`config.mk`:
```
export PLATFORM = sky130hd
export DESIGN_NAME = pera_ctrl
export DESIGN_NICKNAME = d
export VERILOG_FILES = /design/src/hdl/pera_pkg.sv /design/src/hdl/pera_ctrl.sv
export SDC_FILE = /design/constraint.sdc
export NUM_CORES = 1
export LEC_CHECK = 0
export BUFFER_PORTS_ARGS = -buffer_cell sky130_fd_sc_hd__buf_2
export CAP_MARGIN = 0
export CORE_MARGIN = 10
export CORE_UTILIZATION = 39
export CTS_BUF_LIST = sky130_fd_sc_hd__clkbuf_16
export DETAILED_ROUTE_END_ITERATION = 12
export GPL_TIMING_DRIVEN = 0
export PLACE_DENSITY = 0.73
export SLEW_MARGIN = 5
export SYNTH_ARGS = -nofsm -noshare
export SYNTH_HDL_FRONTEND = slang
export SYNTH_SLANG_ARGS = --single-unit
```
`constraint.sdc`:
```
create_clock -name clock -period 1.5 [get_ports clock]
set_input_delay 0.15 -clock clock [delete_from_list [all_inputs] [get_ports clock]]
set_output_delay 0.15 -clock clock [all_outputs]
set_load 0.005 [all_outputs]
```
`src/hdl/pera_pkg.sv`:
```
`timescale 1ns / 1ps
`default_nettype none
// -----------------------------------------------------------------------------
// pera_pkg: shared types and constants
// word layouts, op and status codes, prime table and controller interface
// -----------------------------------------------------------------------------
package pera_pkg;

   localparam int OP_WIDTH      = 3;
   localparam int VALUE_WIDTH   = 11;
   localparam int POWER_WIDTH   = 16;
   localparam int EXP_WIDTH     = 32;
   localparam int MAX_VALUE     = 1024;
   localparam int PRIME_SLOTS   = 172;
   localparam int SLOT_WIDTH    = $clog2(PRIME_SLOTS);
   localparam int COUNT_WIDTH   = $clog2(PRIME_SLOTS + 1);
   localparam int M_WIDTH       = VALUE_WIDTH;
   localparam int DELTA_WIDTH   = M_WIDTH + POWER_WIDTH;
   localparam int REM_WIDTH     = VALUE_WIDTH - 1;
   localparam int DIV_STEPS     = VALUE_WIDTH;
   localparam int DIV_CNT_WIDTH = $clog2(DIV_STEPS + 1);

   typedef enum logic [OP_WIDTH-1:0] {
      OP_MUL      = 3'd0,
      OP_DIV      = 3'd1,
      OP_MUL_FACT = 3'd2,
      OP_DIV_FACT = 3'd3,
      OP_CLEAR    = 3'd4,
      OP_READ     = 3'd5
   } op_type;

   typedef enum logic [1:0] {
      ST_OK      = 2'd0,
      ST_BOUND   = 2'd1,
      ST_IGNORED = 2'd2,
      ST_SAT     = 2'd3
   } rsp_status_type;

   typedef struct packed {
      logic [OP_WIDTH-1:0]    op;
      logic [VALUE_WIDTH-1:0] value;
      logic [POWER_WIDTH-1:0] power;
   } req_word_type;

   typedef struct packed {
      logic [VALUE_WIDTH-1:0] prime;
      logic signed [31:0]     net_exponent;
      logic                   is_zero;
      logic [1:0]             status;
   } rsp_word_type;

   typedef enum logic [2:0] {
      S_IDLE,
      S_DECODE,
      S_PRIME,
      S_DIV,
      S_ACC,
      S_ACC_WR,
      S_READ,
      S_DONE
   } ctrl_state_type;

   typedef enum logic [1:0] {
      SRC_VALUE,
      SRC_WORK,
      SRC_QUOT
   } div_src_type;

   typedef struct packed {
      logic           load_item;
      logic           item_start;
      logic           clear_store;
      logic           set_zero;
      logic           clear_zero;
      logic           status_load;
      rsp_status_type status_code;
      logic           div_start;
      div_src_type    div_src;
      logic           div_take;
      logic           acc_read;
      logic           acc_write;
      logic           next_prime;
      logic           read_issue;
      logic           out_load;
   } dp_cmd_type;

   typedef struct packed {
      logic [OP_WIDTH-1:0] op;
      logic zero_flag;
      logic power_zero;
      logic value_zero;
      logic over_bound;
      logic read_in_range;
      logic slot_end;
      logic work_le1;
      logic prime_gt_value;
      logic div_done;
      logic rem_zero;
      logic quot_ge_p;
      logic m_zero;
      logic out_free;
   } dp_stat_type;

   localparam logic [VALUE_WIDTH-1:0] PRIME_TABLE [PRIME_SLOTS] = '{
      11'd2,    11'd3,    11'd5,    11'd7,    11'd11,   11'd13,   11'd17,   11'd19,
      11'd23,   11'd29,   11'd31,   11'd37,   11'd41,   11'd43,   11'd47,   11'd53,
      11'd59,   11'd61,   11'd67,   11'd71,   11'd73,   11'd79,   11'd83,   11'd89,
      11'd97,   11'd101,  11'd103,  11'd107,  11'd109,  11'd113,  11'd127,  11'd131,
      11'd137,  11'd139,  11'd149,  11'd151,  11'd157,  11'd163,  11'd167,  11'd173,
      11'd179,  11'd181,  11'd191,  11'd193,  11'd197,  11'd199,  11'd211,  11'd223,
      11'd227,  11'd229,  11'd233,  11'd239,  11'd241,  11'd251,  11'd257,  11'd263,
      11'd269,  11'd271,  11'd277,  11'd281,  11'd283,  11'd293,  11'd307,  11'd311,
      11'd313,  11'd317,  11'd331,  11'd337,  11'd347,  11'd349,  11'd353,  11'd359,
      11'd367,  11'd373,  11'd379,  11'd383,  11'd389,  11'd397,  11'd401,  11'd409,
      11'd419,  11'd421,  11'd431,  11'd433,  11'd439,  11'd443,  11'd449,  11'd457,
      11'd461,  11'd463,  11'd467,  11'd479,  11'd487,  11'd491,  11'd499,  11'd503,
      11'd509,  11'd521,  11'd523,  11'd541,  11'd547,  11'd557,  11'd563,  11'd569,
      11'd571,  11'd577,  11'd587,  11'd593,  11'd599,  11'd601,  11'd607,  11'd613,
      11'd617,  11'd619,  11'd631,  11'd641,  11'd643,  11'd647,  11'd653,  11'd659,
      11'd661,  11'd673,  11'd677,  11'd683,  11'd691,  11'd701,  11'd709,  11'd719,
      11'd727,  11'd733,  11'd739,  11'd743,  11'd751,  11'd757,  11'd761,  11'd769,
      11'd773,  11'd787,  11'd797,  11'd809,  11'd811,  11'd821,  11'd823,  11'd827,
      11'd829,  11'd839,  11'd853,  11'd857,  11'd859,  11'd863,  11'd877,  11'd881,
      11'd883,  11'd887,  11'd907,  11'd911,  11'd919,  11'd929,  11'd937,  11'd941,
      11'd947,  11'd953,  11'd967,  11'd971,  11'd977,  11'd983,  11'd991,  11'd997,
      11'd1009, 11'd1013, 11'd1019, 11'd1021
   };

   // zero past the last prime
   function automatic logic [VALUE_WIDTH-1:0] prime_at(input logic [SLOT_WIDTH-1:0] slot);
      logic [VALUE_WIDTH-1:0] p;
      p = '0;
      if (slot < SLOT_WIDTH'(PRIME_SLOTS)) p = PRIME_TABLE[slot];
      return p;
   endfunction

endpackage
`default_nettype wire

```
`src/hdl/pera_ctrl.sv`:
```
`timescale 1ns / 1ps
`default_nettype none
// -----------------------------------------------------------------------------
// pera_ctrl: sequencer
// walks the prime table, drives the shared divider and the exponent store
// -----------------------------------------------------------------------------
module pera_ctrl (
   input  wire logic                 clock,
   input  wire logic                 reset,
   input  wire logic                 req_valid,
   output logic                      req_stall,
   input  wire pera_pkg::dp_stat_type stat,
   output pera_pkg::dp_cmd_type      cmd
);
   import pera_pkg::*;

   ctrl_state_type state_ff, state_in;
   logic           is_fact;

   assign is_fact = (stat.op == OP_MUL_FACT) || (stat.op == OP_DIV_FACT);

   always_ff @(posedge clock) begin
      if (reset) begin
         state_ff <= S_IDLE;
      end else begin
         state_ff <= state_in;
      end
   end

   always_comb begin
      state_in  = state_ff;
      cmd       = '0;
      cmd.status_code = ST_OK;
      cmd.div_src     = SRC_VALUE;
      req_stall = (state_ff != S_IDLE);
      case (state_ff)
         S_IDLE: begin
            if (req_valid) begin
               cmd.load_item = 1'b1;
               state_in      = S_DECODE;
            end
         end
         S_DECODE: begin
            state_in = S_DONE;
            if (stat.op inside {OP_MUL, OP_DIV, OP_MUL_FACT, OP_DIV_FACT}) begin
               if (stat.zero_flag) begin
                  cmd.status_load = 1'b1;
                  cmd.status_code = ST_IGNORED;
               end else if (!is_fact && stat.power_zero) begin
                  state_in = S_DONE;
               end else if (stat.over_bound) begin
                  cmd.status_load = 1'b1;
                  cmd.status_code = ST_BOUND;
               end else if (stat.op == OP_MUL && stat.value_zero) begin
                  cmd.clear_store = 1'b1;
                  cmd.set_zero    = 1'b1;
               end else begin
                  cmd.item_start = 1'b1;
                  state_in       = S_PRIME;
               end
            end else if (stat.op == OP_CLEAR) begin
               cmd.clear_store = 1'b1;
               cmd.clear_zero  = 1'b1;
            end else if (stat.op == OP_READ) begin
               if (stat.read_in_range) begin
                  state_in = S_READ;
               end else begin
                  cmd.status_load = 1'b1;
                  cmd.status_code = ST_BOUND;
               end
            end
         end
         S_PRIME: begin
            if (stat.slot_end || (is_fact ? stat.prime_gt_value : stat.work_le1)) begin
               state_in = S_DONE;
            end else begin
               cmd.div_start = 1'b1;
               cmd.div_src   = is_fact ? SRC_VALUE : SRC_WORK;
               state_in      = S_DIV;
            end
         end
         S_DIV: begin
            if (stat.div_done) begin
               if (is_fact) begin
                  cmd.div_take = 1'b1;
                  if (stat.quot_ge_p) begin
                     cmd.div_start = 1'b1;
                     cmd.div_src   = SRC_QUOT;
                  end else begin
                     state_in = S_ACC;
                  end
               end else if (stat.rem_zero) begin
                  cmd.div_take  = 1'b1;
                  cmd.div_start = 1'b1;
                  cmd.div_src   = SRC_QUOT;
               end else begin
                  state_in = S_ACC;
               end
            end
         end
         S_ACC: begin
            if (stat.m_zero) begin
               cmd.next_prime = 1'b1;
               state_in       = S_PRIME;
            end else begin
               cmd.acc_read = 1'b1;
               state_in     = S_ACC_WR;
            end
         end
         S_ACC_WR: begin
            cmd.acc_write  = 1'b1;
            cmd.next_prime = 1'b1;
            state_in       = S_PRIME;
         end
         S_READ: begin
            cmd.read_issue = 1'b1;
            state_in       = S_DONE;
         end
         S_DONE: begin
            if (stat.out_free) begin
               cmd.out_load = 1'b1;
               state_in     = S_IDLE;
            end
         end
         default: begin
            state_in = S_IDLE;
         end
      endcase
   end

endmodule
`default_nettype wire

```
# Word-level counts from Yosys, hierarchy flattened
# Cells that the tools add are included.
[word_totals] regBits=3 input_bits=19 out_inout_bits=18 word_cells=82
[classes] n_eq_ne=17 muxes=54 n_reduce_logical=10
[op_table] operator="$mux W3" n=27
[op_table] operator="$pmux W3 S8" n=1
[op_table] operator="$mux W1" n=19
[op_table] operator="$eq A3 B3 Y1 const B" n=6
[op_table] operator="$eq A3 B2 Y1 const B" n=4
[op_table] operator="$mux W4" n=3
[op_table] operator="$mux W7" n=1
[op_table] operator="$eq A3 B1 Y1 const B" n=2
[op_table] operator="$logic_not A3 Y1" n=2
[op_table] operator="$ne A2 B2 Y1 const B" n=3
[op_table] operator="$ne A3 B3 Y1 const B" n=2
[op_table] operator="$pmux W3 S2" n=1
[op_table] operator="$reduce_and A5 Y1" n=1
[op_table] operator="$reduce_bool A4 Y1" n=1
[op_table] operator="$reduce_bool A3 Y1" n=1
[op_table] operator="$logic_and A1 B1 Y1" n=2
[op_table] operator="$logic_or A1 B1 Y1" n=2
[op_table] operator="$mux W2" n=1
[op_table] operator="$pmux W1 S2" n=1
[op_table] operator="$logic_not A1 Y1" n=1

# Depth between registers and ports, before layout
# Gate-level depths: netlist of run 1.
[depth] word_depth=8 ltp_mapped=6 depth_no_buf=5

# Worst setup path before layout of run 1
# OpenSTA, ideal clock, no wires.
[synth_timing] kind="reg-to-output" startpoint="register state_ff[0]" endpoint="output port cmd[14] (netlist bit)" arrival_ns=1.305 slack_ns=0.045 path_stages_with_launch=6 path_buffers=2 path_cell_list="dfxtp_1 -> buf_4 -> or3b_1 -> buf_2 -> nor4b_2 -> or2_1"
[synth_lines] element="start: declaration" line="pera_ctrl.sv:17" rtl="ctrl_state_type state_ff, state_in;"
[synth_lines] element="start signal: assignment" line="pera_ctrl.sv:26" rtl="state_ff <= state_in;"
[synth_lines] element="end: declaration" line="pera_ctrl.sv:13" rtl="output pera_pkg::dp_cmd_type cmd"

==> results of run 1 <==
==> where the power goes <==
part,switching (W),internal (W),total (W)
sequential,0.0000190,0.000118,0.000137
clock,0.0000697,0.000343,0.000413
combinational,0.000344,0.000306,0.000650
total,0.000433,0.000767,0.00120
==> logic make-up (layout without fill, tap and decap cells) <==
group	after synthesis	after routing	share of synthesized area, %
buffers and inverters	12	53	14.1
flip-flops	3	3	11.7
AND/OR/NAND/NOR	42	42	44.6
AO/OA/AOI/OAI	21	21	27.6
multiplexers	1	1	1.95
==> metal layers <==
| layer | part of all wire (%) | track usage [%] |
|---|---|---|
| met5 | 0 | 0 |
| met4 | 3.3 | 7.22 |
| met3 | 8.0 | 3.15 |
| met2 | 50 | 21.1 |
| met1 | 39 | 11.4 |
==> metrics by stage <==
step                      cell area (µm²)  util (%)  std cells  TNS (ns)
after CTS                             842      66.4        136    -0.801
final                                 863      68.0        135    -0.123
after floorplan                       513         -         79         0
after global placement                707      55.7        129   -0.0693
after detailed placement              707      55.7        129    -0.118
after global routing                  863      68.0        135    -0.326
==> critical path, cell delays in order (launching register included) <==
cell and delay, ns:
dfxtp_4 0.33, or3b_4 0.42, buf_6 0.14, nor3_4 0.10, or2_1 0.11, buf_2 0.10
==> worst max path at each step <==
stage | end | depth (start not counted) | from | slack (ns)
after floorplan | cmd[14] | 5 | state_ff[0]$_SDFFE_PP0P_ | 0.04
after global placement | cmd[14] | 6 | state_ff[0]$_SDFFE_PP0P_ | -0.07
after detailed placement | cmd[14] | 6 | state_ff[0]$_SDFFE_PP0P_ | -0.09
after CTS | cmd[14] | 6 | state_ff[0]$_SDFFE_PP0P_ | -0.25
after global routing | cmd[14] | 4 | state_ff[1]$_SDFFE_PP0P_ | -0.13
final | cmd[14] | 5 | state_ff[1]$_SDFFE_PP0P_ | -0.08
==> final cells by class <==
type | count | area share [%]
multi-input cells | 64 | 49.9
repair buffers | 40 | 25.1
clock buffers | 3 | 8.70
flip-flops and latches | 3 | 7.68
plain buffers | 3 | 3.48
inverters | 6 | 2.61
well taps | 15 | 2.17
clock inverters | 1 | 0.435
==> synthesized netlist by cell type (2+ instances only) <==
cell type / count / area [µm²]
nor2_1: 14 / 52.6
inv_1: 6 / 22.5
nand2_1: 6 / 22.5
nor3_1: 5 / 25.0
a21oi_1: 4 / 20.0
nand3_1: 4 / 20.0
a211oi_1: 3 / 22.5
buf_4: 3 / 22.5
dfxtp_1: 3 / 60.1
a31oi_1: 2 / 12.5
buf_6: 2 / 22.5
nor2b_1: 2 / 12.5
o21a_1: 2 / 15.0
o21ai_0: 2 / 10.0
==> cell usage in the layout, fill, tap and decap left out, types with 2 or more instances in the layout <==
master     count
a31oi_1        2
buf_2         35
nor2_1        13
buf_6          3
inv_1          6
dfxtp_2        2
nand2_1        6
nor3_2         2
a211oi_1       3
a21oi_1        4
o21ai_1        2
clkbuf_16      3
nand3_1        3
nor3_1         3
o21a_1         2
buf_4          5
==> timing repair <==
item | in CTS | in global routing
resized for setup | 10 | 11
hold buffers | 0 | 0
pin swaps | 3 | 4
setup endpoints to repair | 5 | 14
setup buffers | 4 | 1
==> metrics.txt, run 1 <==
run status=finished with violations; failing checks=negative setup slack; antenna cells=0; Net count, final=140; largest net degree at the start of global routing=11; min-delay src=reset; Cell Area, Synth=513 µm²; total power draw=0.00120 W; Hold Fails Final Rpt=0; Chip Height=56.3 µm; Die Area=around 3200 µm²; grt total ovfl=0; clock sinks=3; Row Count=13; first-pass GRT wire length=3130 µm; Slew Viols, Final=0; worst path arrival time=1.43 ns; Startpoint Class=flop; Max-slew headroom=83.4%; DR vias=722; Critical Path RT=1.35 ns; fin crit period=approximately 1.6 ns; Routed wire per std cell=14.1 µm; Placer Congestion=0.886; top flop regs=state_ff (3); Yosys reg bits=3; Die Wd=56.3 µm; maxcap violations=0; Sequential cell area=between 60 and 70 µm²; CP max FO=3; area grow syn2layout=68.3%; Root Driver=clkbuf_16; peak supply drop=0.798 mV; Placeable Area=roughly 1300 µm²; Top reg by flops=state_ff; Worst Skew=between 0.002 and 0.0025 ns; RSZ-0062 raised after global routing=true; EDFF count, synth=0; Pwr Density=1390 nW/µm²; capturing point of the worst reg2reg path=state_ff[0]$_SDFFE_PP0P_; reg2reg path depth=6; DRC=0; Fillers=125; CTS tree=yes; syn_nets=98; detailed placement HPWL=roughly 1400 µm; Place WS=-0.0933 ns; DR pass1 iterations=5; Reg clk slew, reported paths=about 0.030 ns; # IOs=37; sequential area share after synthesis=11.7%; Synth Area per Inst=between 6 and 7 µm²; fraction of registers with async set/reset=0%; H-tree Lvls=1; Worst R2R Start=state_ff[1]$_SDFFE_PP0P_; Hold WC Path Type=in -> reg; final setup vio count=3; Num CTS Buffers=3; initial core utilization=40.4%; Fmax=633 MHz; vias in the first global route=726; input/output buffers=35; hold path cells=3; Distinct cells, synth=35; Worst-Skew Late Latency=0.22 ns; clk buf depth=2; Mapped Cells=79; layout cells sized above 1=50.8%; hold_ws=0.196 ns; type of the worst setup path=reg -> out; GRT Util Overall=approximately an eighth; Vias/cell=roughly 5.3; final worst slack=-0.0800 ns; setup slack on the worst flop-to-flop path=around 0.050 ns; worst slew pin tran=0.248 ns; Synth warnings=0; WL final=1900 µm; Largest register FFs=3; commonest register cell after synthesis=dfxtp_1; hold path endpoint=state_ff[2]$_SDFFE_PP0P_; initial antenna violation count=0; final worst-path cycle share=105%; Pleak=0.451 nW; Initial DRC Count=17; area of the multi-input gates=430 µm²; Routed Antenna Nets=0; Critical Path Sink Type=primary output
(Power assumes the default switching activity.)
==> inputs of run 2 (changes only) <==
--- a/config.mk
+++ b/config.mk
@@ -7,7 +7,7 @@
 export LEC_CHECK = 0
 export BUFFER_PORTS_ARGS = -buffer_cell sky130_fd_sc_hd__buf_2
 export CAP_MARGIN = 0
-export CORE_MARGIN = 10
+export CORE_MARGIN = 3
 export CORE_UTILIZATION = 39
 export CTS_BUF_LIST = sky130_fd_sc_hd__clkbuf_16
 export DETAILED_ROUTE_END_ITERATION = 12
==> metrics.txt, run 2 (synthesized netlist as in run 1, its figures left out) <==
Critical Path RT=1.35 ns; Row Count=12; DR vias=a little over 700; maxcap violations=0; hold_buf cts=0; Die Wd=42.3 µm; clk buf depth=2; final setup vio count=3; Slew Viols, Final=0; failing checks=negative setup slack; Fmax=622 MHz; most common cell after layout, fill and taps aside=buf_2; kind of cell adding the most delay to the critical path=simple AND/OR/NAND/NOR gates; Routed wire per std cell=14.1 µm; Die Area=1790 µm²; detailed placement HPWL=about 1200 µm; slowest stage delay, CP=about 0.45 ns; grt met2 use=37.1%; met1 GRT Util=between 20% and 30%; Placer Congestion=0.858; DR pass1 iterations=4; initial antenna violation count=0; Pwr Density=1430 nW/µm²; Chip Height=42.3 µm; Critical Path Sink Type=primary output; Hold Fails Final Rpt=0; first-pass GRT wire length=2920 µm; vias in the first global route=roughly 650; fin crit period=1.61 ns; RSZ-0062 raised after global routing=true; CP bufs+invs=1; Largest register FFs=3; Routed Antenna Nets=0; Worst-Skew Late Latency=0.23 ns; Worst Skew=between 0.004 and 0.005 ns; Pleak=0.440 nW; Worst path slowest cell=or3b_4; CP max FO=5; Placeable Area=1170 µm²; Root Driver=clkbuf_16; total power draw=between 0.001 and 0.0015 W; hold_ws=0.210 ns; # IOs=37; WL final=1880 µm; DRC=0; antenna cells=0; grt total ovfl=0; initial core utilization=43.8%; input/output buffers=35; run status=finished with violations; Hold WC Path Type=in -> reg; area grow syn2layout=66.6%; Startpoint Class=flop; setup slack on the worst flop-to-flop path=0.16 ns; Initial DRC Count=24; CTS tree=yes; worst slew pin tran=0.302 ns; layout cells sized above 1=slightly below 50%; Num CTS Buffers=3; Max-slew headroom=between 70% and 80%; Net count, final=about 140; Place WS=-0.0665 ns; GRT Util Overall=21.3%; H-tree Lvls=1; type of the worst setup path=reg -> out; Reg clk slew, reported paths=0.03 ns; most frequent cells in the layout=buf_2 (35), nor2_1 (12), inv_1 (7); worst path arrival time=between 1 and 1.5 ns; Final Util=73.0%; Top Usage Layer GRT=met2; final worst-path cycle share=107%; largest net degree at the start of global routing=11; grt met3 use=3.43%; Vias/cell=roughly 5.4; CP Cell Sequence=or3b_4, nor4b_4, or2_1, buf_2; peak supply drop=0.859 mV; top flop regs=state_ff (3); Top reg by flops=state_ff; clock sinks=3; final worst slack=-0.108 ns
run 2: power by group:
group | internal [W] | total, W | switching [W]
Clock | 0.000344 | 0.000425 | 0.0000805
Sequential | 0.000118 | 0.000134 | 0.0000163
Combinational | 0.000290 | 0.000662 | 0.000372
Total | 0.000752 | 0.00122 | 0.000469
run 2: final timing paths:
path / startpoint / endpoint / cells past startpoint
min: reset / state_ff[2]$_SDFFE_PP0P_ / 3
max: state_ff[2]$_SDFFE_PP0P_ / cmd[14] / 4
min reg2reg: state_ff[0]$_SDFFE_PP0P_ / state_ff[1]$_SDFFE_PP0P_ / 4
max reg2reg: state_ff[2]$_SDFFE_PP0P_ / state_ff[2]$_SDFFE_PP0P_ / 5
run 2: metrics by stage:
stage	instance area [µm²]	instances	setup TNS [ns]
finish	855	133	-0.229
global route	855	133	-0.402
CTS	827	134	-0.780
detailed placement	706	128	-0.0665
global placement	706	128	-0.0245
floorplan	513	79	0
run 2: tightest hold or removal path: stages:
cell and delay [ns]:
buf_2 0.09, a211oi_1 0.05, o21a_1 0.10
run 2: layer usage:
metal  part of all wire [%]  up-vias
met5                      0        -
met4                    1.3        0
met3                    5.5        4
met2                     54       31
met1                     39      326
li1                       -      359
run 2: layout make-up:
cell class / instances / area [µm²]
Clock buffer: 3 / 75.1
Tap cell: 14 / 17.5
Inverter: 6 / 22.5
Sequential cell: 3 / 66.3
Buffer: 3 / 33.8
Fill cell: 97 / 317
Multi-Input combinational cell: 64 / 430
Clock inverter: 1 / 3.75
Timing Repair Buffer: 39 / 205
run 2: timing repair:
action / CTS / global route
pin swaps: 3 / 4
buffers inserted: 3 / 1
cloned: 0 / 0
gates resized for setup: 9 / 12
setup endpoints to repair: 5 / 14
